$ cat src/rtl/fpba_pkg.sv
`timescale 1ns / 1ps

package fpba_pkg;

    // Default storage geometry
    localparam int NUM_BLOCKS_DEF = 16;
    localparam int SIZE_BITS_DEF  = 16;

    // Port field widths
    localparam int IDX_W    = 4;
    localparam int AMOUNT_W = 16;
    localparam int CFG_W    = 5;

    // Configuration register indexes
    localparam logic CFG_FIT_MODE      = 1'b0;
    localparam logic CFG_BLOCKS_IN_USE = 1'b1;

    // Placement policies
    localparam logic [1:0] MODE_FIRST = 2'd0;
    localparam logic [1:0] MODE_BEST  = 2'd1;
    localparam logic [1:0] MODE_WORST = 2'd2;
    localparam logic [1:0] MODE_NEXT  = 2'd3;

    // Request types
    localparam logic REQ_LOAD  = 1'b0;
    localparam logic REQ_ALLOC = 1'b1;

    // Reset values of the configuration registers
    localparam logic [1:0]       FIT_MODE_RST      = MODE_FIRST;
    localparam logic [CFG_W-1:0] BLOCKS_IN_USE_RST = 5'd16;

    // Controller to datapath commands
    typedef struct packed {
        logic latch;     // capture the accepted item, start a search
        logic load_wr;   // write the loaded size into the table
        logic issue;     // read the next table entry of the search
        logic wb;        // write back the reduced space of the pick
        logic out_load;  // move the result into the output register
    } fpba_cmd_t;

    // Datapath to controller status
    typedef struct packed {
        logic count_zero;  // no block is searched
        logic last_issue;  // the current read is the last of the search
    } fpba_stat_t;

endpackage

$ cat src/rtl/fpba_ram.sv
`timescale 1ns / 1ps

module fpba_ram #(
    parameter int WIDTH = 16,
    parameter int DEPTH = 16
) (
    input  logic                     aclk,
    input  logic                     we,
    input  logic [$clog2(DEPTH)-1:0] waddr,
    input  logic [WIDTH-1:0]         wdata,
    input  logic                     re,
    input  logic [$clog2(DEPTH)-1:0] raddr,
    output logic [WIDTH-1:0]         rdata
);

    logic [WIDTH-1:0] mem [DEPTH];
    logic [WIDTH-1:0] rdata_reg;

    // One write port, one registered read port
    always_ff @(posedge aclk) begin
        if (we) begin
            mem[waddr] <= wdata;
        end
        if (re) begin
            rdata_reg <= mem[raddr];
        end
    end

    assign rdata = rdata_reg;

endmodule

$ cat src/rtl/fpba_ctrl.sv
`timescale 1ns / 1ps

module fpba_ctrl (
    input  logic                aclk,
    input  logic                aresetn,
    input  logic                s_valid,
    output logic                s_ready,
    input  logic                s_req_type,
    output logic                m_valid,
    input  logic                m_ready,
    output fpba_pkg::fpba_cmd_t cmd,
    input  fpba_pkg::fpba_stat_t stat
);

    typedef enum logic [2:0] {
        ST_IDLE,
        ST_LOAD,
        ST_SCAN,
        ST_DRAIN,
        ST_WB,
        ST_FIN
    } state_t;

    state_t state_reg, state_next;
    logic   m_valid_reg, m_valid_next;
    logic   accept;
    logic   out_free;

    assign s_ready  = (state_reg == ST_IDLE);
    assign accept   = s_valid && s_ready;
    assign out_free = !m_valid_reg || m_ready;
    assign m_valid  = m_valid_reg;

    // Sequencing of one item and output register handshake
    always_comb begin
        state_next   = state_reg;
        m_valid_next = m_valid_reg && !m_ready;
        cmd          = '0;
        unique case (state_reg)
            ST_IDLE: begin
                if (accept) begin
                    cmd.latch = 1'b1;
                    if (s_req_type == fpba_pkg::REQ_LOAD) begin
                        state_next = ST_LOAD;
                    end else if (stat.count_zero) begin
                        state_next = ST_WB;
                    end else begin
                        state_next = ST_SCAN;
                    end
                end
            end
            ST_LOAD: begin
                cmd.load_wr = 1'b1;
                state_next  = ST_FIN;
            end
            ST_SCAN: begin
                cmd.issue = 1'b1;
                if (stat.last_issue) begin
                    state_next = ST_DRAIN;
                end
            end
            ST_DRAIN: begin
                // last read data is judged here
                state_next = ST_WB;
            end
            ST_WB: begin
                cmd.wb     = 1'b1;
                state_next = ST_FIN;
            end
            ST_FIN: begin
                if (out_free) begin
                    cmd.out_load = 1'b1;
                    m_valid_next = 1'b1;
                    state_next   = ST_IDLE;
                end
            end
            default: begin
                state_next = ST_IDLE;
            end
        endcase
    end

    always_ff @(posedge aclk) begin
        if (!aresetn) begin
            state_reg   <= ST_IDLE;
            m_valid_reg <= 1'b0;
        end else begin
            state_reg   <= state_next;
            m_valid_reg <= m_valid_next;
        end
    end

endmodule

$ cat src/rtl/fpba_dp.sv
`timescale 1ns / 1ps

module fpba_dp #(
    parameter int NUM_BLOCKS = fpba_pkg::NUM_BLOCKS_DEF,
    parameter int SIZE_BITS  = fpba_pkg::SIZE_BITS_DEF
) (
    input  logic                          aclk,
    input  logic                          aresetn,
    input  logic                          cfg_wr_en,
    input  logic                          cfg_index,
    input  logic [fpba_pkg::CFG_W-1:0]    cfg_wdata,
    input  logic [fpba_pkg::IDX_W-1:0]    s_load_index,
    input  logic [fpba_pkg::AMOUNT_W-1:0] s_amount,
    output logic                          m_granted,
    output logic [fpba_pkg::IDX_W-1:0]    m_chosen_block,
    output logic [fpba_pkg::AMOUNT_W-1:0] m_space_left,
    input  fpba_pkg::fpba_cmd_t           cmd,
    output fpba_pkg::fpba_stat_t          stat
);

    localparam int IW = $clog2(NUM_BLOCKS);
    localparam int CW = $clog2(NUM_BLOCKS + 1);
    localparam int BW = (CW > fpba_pkg::CFG_W) ? CW : fpba_pkg::CFG_W;
    localparam int AW = (SIZE_BITS > fpba_pkg::AMOUNT_W) ? SIZE_BITS : fpba_pkg::AMOUNT_W;

    // Configuration
    logic [1:0]                 fit_mode_reg;
    logic [fpba_pkg::CFG_W-1:0] blocks_in_use_reg;

    // Item and search state
    logic [fpba_pkg::IDX_W-1:0] load_idx_reg;
    logic [SIZE_BITS-1:0]       need_reg;
    logic [IW-1:0]              pos_reg;
    logic [CW-1:0]              kcnt_reg;
    logic                       eval_reg;
    logic [IW-1:0]              eval_pos_reg;
    logic                       rd_valid_reg;
    logic                       found_reg;
    logic [IW-1:0]              best_idx_reg;
    logic [SIZE_BITS-1:0]       best_val_reg;
    logic [IW-1:0]              rover_reg;
    logic [NUM_BLOCKS-1:0]      valid_reg;

    // Output register
    logic                          granted_reg;
    logic [fpba_pkg::IDX_W-1:0]    chosen_reg;
    logic [fpba_pkg::AMOUNT_W-1:0] space_reg;

    logic [BW-1:0]        biu_w;
    logic [CW-1:0]        count;
    logic [IW-1:0]        start_pos;
    logic [IW-1:0]        pos_wrap;
    logic [AW-1:0]        amt_w;
    logic [AW-1:0]        best_w;
    logic                 load_in_range;
    logic [SIZE_BITS-1:0] rd_data;
    logic [SIZE_BITS-1:0] cur_val;
    logic                 fits;
    logic                 take;
    logic                 ram_we;
    logic [IW-1:0]        ram_waddr;
    logic [SIZE_BITS-1:0] ram_wdata;
    logic [SIZE_BITS-1:0] diff;

    // Searched block count, saturated at the table depth
    assign biu_w = BW'(blocks_in_use_reg);
    assign count = (biu_w > BW'(NUM_BLOCKS)) ? CW'(NUM_BLOCKS) : CW'(biu_w);

    assign stat.count_zero = (count == '0);
    assign stat.last_issue = (kcnt_reg == count - CW'(1));

    // Start and circular step of the search position
    assign start_pos = (fit_mode_reg == fpba_pkg::MODE_NEXT && CW'(rover_reg) < count) ?
                       rover_reg : '0;
    assign pos_wrap  = (CW'(pos_reg) + CW'(1) == count) ? '0 : pos_reg + IW'(1);

    // Amount masked to the entry width
    assign amt_w = AW'(s_amount);

    assign load_in_range = (32'(load_idx_reg) < 32'(NUM_BLOCKS));

    // Judge the entry returned by the table
    assign cur_val = rd_valid_reg ? rd_data : '0;
    assign fits    = (cur_val >= need_reg);

    always_comb begin
        take = 1'b0;
        if (eval_reg && fits) begin
            unique case (fit_mode_reg)
                fpba_pkg::MODE_FIRST: take = !found_reg;
                fpba_pkg::MODE_NEXT:  take = !found_reg;
                fpba_pkg::MODE_BEST:  take = !found_reg || (cur_val < best_val_reg);
                fpba_pkg::MODE_WORST: take = !found_reg || (cur_val > best_val_reg);
            endcase
        end
    end

    assign diff = best_val_reg - need_reg;

    // Table write: load or write-back of the pick
    always_comb begin
        ram_we    = 1'b0;
        ram_waddr = best_idx_reg;
        ram_wdata = diff;
        if (cmd.load_wr) begin
            ram_we    = load_in_range;
            ram_waddr = IW'(load_idx_reg);
            ram_wdata = need_reg;
        end else if (cmd.wb) begin
            ram_we = found_reg;
        end
    end

    fpba_ram #(
        .WIDTH(SIZE_BITS),
        .DEPTH(NUM_BLOCKS)
    ) u_ram (
        .aclk (aclk),
        .we   (ram_we),
        .waddr(ram_waddr),
        .wdata(ram_wdata),
        .re   (cmd.issue),
        .raddr(pos_reg),
        .rdata(rd_data)
    );

    // Configuration registers
    always_ff @(posedge aclk) begin
        if (!aresetn) begin
            fit_mode_reg      <= fpba_pkg::FIT_MODE_RST;
            blocks_in_use_reg <= fpba_pkg::BLOCKS_IN_USE_RST;
        end else if (cfg_wr_en) begin
            unique case (cfg_index)
                fpba_pkg::CFG_FIT_MODE:      fit_mode_reg      <= cfg_wdata[1:0];
                fpba_pkg::CFG_BLOCKS_IN_USE: blocks_in_use_reg <= cfg_wdata;
            endcase
        end
    end

    // Control state: entry valid bits, rover, read pipeline flag
    always_ff @(posedge aclk) begin
        if (!aresetn) begin
            valid_reg <= '0;
            rover_reg <= '0;
            eval_reg  <= 1'b0;
        end else begin
            eval_reg <= cmd.issue;
            if (ram_we) begin
                valid_reg[ram_waddr] <= 1'b1;
            end
            if (cmd.wb && found_reg && fit_mode_reg == fpba_pkg::MODE_NEXT) begin
                rover_reg <= best_idx_reg;
            end
        end
    end

    // Item capture, search and result
    always_ff @(posedge aclk) begin
        if (cmd.latch) begin
            load_idx_reg <= s_load_index;
            need_reg     <= amt_w[SIZE_BITS-1:0];
            pos_reg      <= start_pos;
            kcnt_reg     <= '0;
            found_reg    <= 1'b0;
        end
        if (cmd.issue) begin
            pos_reg      <= pos_wrap;
            kcnt_reg     <= kcnt_reg + CW'(1);
            eval_pos_reg <= pos_reg;
            rd_valid_reg <= valid_reg[pos_reg];
        end
        if (take) begin
            found_reg    <= 1'b1;
            best_idx_reg <= eval_pos_reg;
            best_val_reg <= cur_val;
        end
        if (cmd.wb) begin
            best_val_reg <= diff;
        end
        if (cmd.out_load) begin
            granted_reg <= found_reg;
            chosen_reg  <= found_reg ? fpba_pkg::IDX_W'(best_idx_reg) : '0;
            space_reg   <= found_reg ? best_w[fpba_pkg::AMOUNT_W-1:0] : '0;
        end
    end

    assign best_w = AW'(best_val_reg);

    assign m_granted      = granted_reg;
    assign m_chosen_block = chosen_reg;
    assign m_space_left   = space_reg;

endmodule

$ cat src/rtl/fit_policy_block_allocator.sv
`timescale 1ns / 1ps

// Fit-policy block allocator.
// Input channel s_*: one item per handshake. A load item (req_type 0) sets the
// free space of block load_index to amount; an allocate item (req_type 1)
// asks for amount and gets one block picked by the fit_mode policy (first,
// best, worst or next fit), whose space is reduced by the request.
// Result channel m_*: exactly one item per input item, in order: granted,
// chosen_block and the space left in it; all zero for a load or a miss.
// Configuration: cfg_wr_en / cfg_index / cfg_wdata, written while idle.
// Sequence: a load writes the table, then moves its result to the output
// register; an allocation with no block searched goes straight to the
// write-back step; any other allocation scans the searched blocks of the
// free-space RAM serially, one read a cycle, then a drain and a write-back
// step before its result is moved out. One item is in work at a time; s_ready
// returns as the result enters the output register, so the next item can be
// accepted while that result is shown.
// Reset clears all block sizes to zero (per-entry valid bits), the next-fit
// rover to zero, fit_mode to first fit and blocks_in_use to 16.
// A stalled receiver holds the result in the output register; the block
// still takes and works one further item, then waits until that slot frees.
module fit_policy_block_allocator #(
    parameter int NUM_BLOCKS = fpba_pkg::NUM_BLOCKS_DEF,
    parameter int SIZE_BITS  = fpba_pkg::SIZE_BITS_DEF
) (
    input  logic                          aclk,
    input  logic                          aresetn,
    input  logic                          cfg_wr_en,
    input  logic                          cfg_index,
    input  logic [fpba_pkg::CFG_W-1:0]    cfg_wdata,
    input  logic                          s_valid,
    output logic                          s_ready,
    input  logic                          s_req_type,
    input  logic [fpba_pkg::IDX_W-1:0]    s_load_index,
    input  logic [fpba_pkg::AMOUNT_W-1:0] s_amount,
    output logic                          m_valid,
    input  logic                          m_ready,
    output logic                          m_granted,
    output logic [fpba_pkg::IDX_W-1:0]    m_chosen_block,
    output logic [fpba_pkg::AMOUNT_W-1:0] m_space_left
);

    fpba_pkg::fpba_cmd_t  cmd;
    fpba_pkg::fpba_stat_t stat;

    fpba_ctrl u_ctrl (
        .aclk      (aclk),
        .aresetn   (aresetn),
        .s_valid   (s_valid),
        .s_ready   (s_ready),
        .s_req_type(s_req_type),
        .m_valid   (m_valid),
        .m_ready   (m_ready),
        .cmd       (cmd),
        .stat      (stat)
    );

    fpba_dp #(
        .NUM_BLOCKS(NUM_BLOCKS),
        .SIZE_BITS (SIZE_BITS)
    ) u_dp (
        .aclk          (aclk),
        .aresetn       (aresetn),
        .cfg_wr_en     (cfg_wr_en),
        .cfg_index     (cfg_index),
        .cfg_wdata     (cfg_wdata),
        .s_load_index  (s_load_index),
        .s_amount      (s_amount),
        .m_granted     (m_granted),
        .m_chosen_block(m_chosen_block),
        .m_space_left  (m_space_left),
        .cmd           (cmd),
        .stat          (stat)
    );

endmodule

$ cat config.mk
export PLATFORM = sky130hd
export DESIGN_NAME = fit_policy_block_allocator
export DESIGN_NICKNAME = d
export VERILOG_FILES = /design/src/rtl/fpba_pkg.sv /design/src/rtl/fpba_ram.sv /design/src/rtl/fpba_ctrl.sv /design/src/rtl/fpba_dp.sv /design/src/rtl/fit_policy_block_allocator.sv
export SDC_FILE = /design/constraint.sdc
export NUM_CORES = 1
export LEC_CHECK = 0
export BUFFER_PORTS_ARGS = -buffer_cell sky130_fd_sc_hd__buf_2
export CORE_ASPECT_RATIO = 0.7
export CORE_UTILIZATION = 40
export CTS_BUF_LIST = sky130_fd_sc_hd__clkbuf_8
export DETAILED_ROUTE_END_ITERATION = 7
export HOLD_SLACK_MARGIN = 0.1
export RECOVER_POWER = 100
export SETUP_SLACK_MARGIN = 0.02
export SYNTH_ARGS = -nofsm -noshare
export SYNTH_HDL_FRONTEND = slang
export SYNTH_SLANG_ARGS = --single-unit
$ cat constraint.sdc
create_clock -name aclk -period 4.82 [get_ports aclk]
set_clock_uncertainty 0.1 [all_clocks]
set_input_delay 0 -clock aclk [delete_from_list [all_inputs] [get_ports aclk]]
set_output_delay 0 -clock aclk [all_outputs]
set_load 0.03 [all_outputs]
==> flow_metrics.env <==
export IMPL_grt_pass1_wl_um=59300
export IMPL_synth_area_leaders="edfxtp_1 63%, mux4_2 12%, dfxtp_1 4.0%, ha_1 4.0%, nand2_1 1.5%"
export IMPL_drive_gt1_share_pct=17.2
export IMPL_ys_flop_type="edfxtp_1"
export IMPL_place_congestion=0.873
export IMPL_required_ns=4.94
export IMPL_cts_buffers_inserted=54
export IMPL_numPortBuffers=54
export IMPL_clock_sinks=380
export IMPL_relSlewSlack_pct=-32.9
export IMPL_hpwlAfterDp_um=26300
export IMPL_multi_input_area_um2=5010
export IMPL_rsz0062_at_grt="false"
export IMPL_synth_top_area_cell="edfxtp_1"
export IMPL_top_register="u_dp.u_ram.mem"
export IMPL_netlist_instances=1004
export IMPL_grt_use_total_pct=19.4
export IMPL_powerDensity_nw_per_um2=465
export IMPL_synth_cell_type_count=59
export IMPL_finalCritPeriodShare_pct=82.8
export IMPL_io_pins=55
export IMPL_final_hold_violation_count=0
export IMPL_layout_area_overhead_vs_synth_pct=15.4
export IMPL_vias_per_cell=5.40
export IMPL_worst_pin_slew_ns=1.99
export IMPL_routedWlPerCell_um=22.6
export IMPL_ys_top_cells_by_count="347 x edfxtp_1, 85 x mux4_2, 66 x nand2_1"
export IMPL_yosysWarnings=0
export IMPL_clk_pin_slew_worst_paths_ns=0.06
export IMPL_tns_ns=0
export IMPL_h_tree_depth=2
export IMPL_grt_pass1_vias=9351
export IMPL_report_final_slew_viol_count=73
export IMPL_startpoint_type="register"
export IMPL_cp_max_fo=17
export IMPL_holdWs_ns=0.286
export IMPL_fill_cells=3509
export IMPL_grt_max_degree=56
export IMPL_synth_top_area_share_pct=63.3
export IMPL_globalRoute_busiestLayer="met1"
export IMPL_antenna_found_initial=6
export IMPL_coreArea_um2=40100
export IMPL_syn_num_nets=1089
export IMPL_wl_um=39500
export IMPL_dr_pass1_iters=5
export IMPL_cts_path_max_buffers=3
export IMPL_post_route_drc_count=0
export IMPL_p_leak_nw=6.53
export IMPL_syn_avg_cell_area_um2=16.4
export IMPL_fmax_ghz=0.251
export IMPL_ys_ff_latch=380
export IMPL_grt_use_met3_pct=4.37
export IMPL_num_vias=9448
export IMPL_status="complete, but fails checks"
export IMPL_die_y_um=172
export IMPL_worstPathArrival_ns=4.11
export IMPL_clock_latency_ns=0.61
export IMPL_irDropWorstVdd_v=0.000246
export IMPL_synth_edf_count=347
export IMPL_cpPeakStageDelay_ns=1.43
export IMPL_setup_viol=0
export IMPL_async_flop_share_pct=0
export IMPL_maxCapViolCount=4
export IMPL_cp_cell_sequence="inv_1 -> nor3_1 -> a32oi_1 -> or2_0 -> nor2_2"
export IMPL_die_x_um=244
export IMPL_failed_checks="max-capacitance violations, max-slew violations"
export IMPL_ant_nets=0
export IMPL_seqCellArea_um2=11100
export IMPL_met2_usage_pct=28.1
export IMPL_syn_cell_area_um2=16500
export IMPL_hp_class="input port to register"
export IMPL_utilization_pct=47.3
export IMPL_final_min_clock_period_ns=3.99
export IMPL_yosysSeqAreaShare_pct=67.4
export IMPL_overflow=0
export IMPL_grt_use_met1_pct=29.7
export IMPL_die_area_um2=42000
export IMPL_layout_nets=1258
export IMPL_place_worst_setup_slack_ns=1.23
export IMPL_power_total_mw=8.82
export IMPL_final_setup_worst_slack_ns=0.829
export IMPL_initial_core_util_pct=41.0
export IMPL_fp_row_count=61
export IMPL_largest_reg_flops=256
export IMPL_cp_slowest_cell="nor3_1"
export IMPL_end_kind="register"
export IMPL_drtIter0Drc=901
export IMPL_clockRootBuffer="clkbuf_8"
export IMPL_yosys_cell_count_top_type="edfxtp_1"
export IMPL_cts_tree="built"
export IMPL_path_class="register to register"
[report_power, final]
group	switching, mW	internal, mW
Sequential	0.138	4.26
Combinational	1.44	0.713
Clock	1.21	1.06
[final timing paths]
path	from	end	slack [ns]	depth (start not counted)
worst max-delay path	u_ctrl.state_reg[2]	u_dp.u_ram.mem[7][6]	0.83	5
worst min-delay path	s_valid	u_dp.found_reg	0.29	5
worst max register to register	u_ctrl.state_reg[2]	u_dp.u_ram.mem[7][6]	0.83	5
worst min register to register	u_dp.eval_pos_reg[3]	u_dp.best_idx_reg[3]	0.32	0
[logic make-up (layout without fill, tap and decap cells)]
group	after synthesis	count (layout)	synth area share (%)
adders and majority gates	53	53	4.08
and+or+nand+nor	222	222	6.85
muxes	94	94	12.2
buffers and inverters	82	292	2.33
xor gates and xnor gates	26	26	1.47
AOI/OAI and AO/OA	147	147	5.70
DFF	380	380	67.4
other	0	1	0
[layout make-up]
cell class,instances,share of cell area (%)
Sequential cell,380,58.4
Multi-Input combinational cell,542,26.4
Timing Repair Buffer,150,5.84
Clock buffer,55,3.99
Tap cell,535,3.53
Clock inverter,42,0.956
Inverter,45,0.890
Antenna cell,1,0.0132
[layout by cell type, fill, tap and decap left out, drive strengths merged, types with 3 or more instances in the layout]
master	synthesis	final
mux4	85	85
clkinv	0	25
inv	45	62
dfxtp	33	33
o211ai	10	10
mux2i	7	7
o21a	21	21
o21ai	42	42
and3	4	4
xnor2	14	14
nand2	66	66
o31ai	5	5
a21o	5	5
ha	52	52
edfxtp	347	347
nor2b	12	12
buf	19	37
nand3	17	17
a21oi	29	29
a211oi	3	3
nand4	4	4
dlygate4sd3	0	73
and2	34	34
nor3	15	15
a22o	4	4
a21boi	6	6
clkbuf	18	95
xor2	11	11
nand2b	16	16
and4	3	3
nor2	39	39
a31oi	12	12
[routing by layer]
layer  vias to the layer above  share of wire, %
met3                        47               8.0
met4                         0               1.3
li1                       4262                 -
met1                      4827                48
met2                       312                43
met5                         -                 0
[stage by stage]
step,cells,cell area [um2]
finish,1750,19000
global route,1749,19000
CTS,1749,19100
detailed placement,1579,17400
global placement,1579,17400
floorplan,1004,16500
[repair_timing]
item,in CTS,in global routing
resized for setup,0,0
hold buffers,73,0
setup buffers,0,0
endpoints found under the hold margin,83,0
[worst max-delay path: cells and delay by family, from the launching register on]
kind | cells | cell delay (ns)
AND/OR/NAND/NOR | 3 | 2.64
flip-flops | 1 | 0.42
AO/OA/AOI/OAI | 1 | 0.29
buffers and inverters | 1 | 0.13
Power figures use the tool's default switching activity.
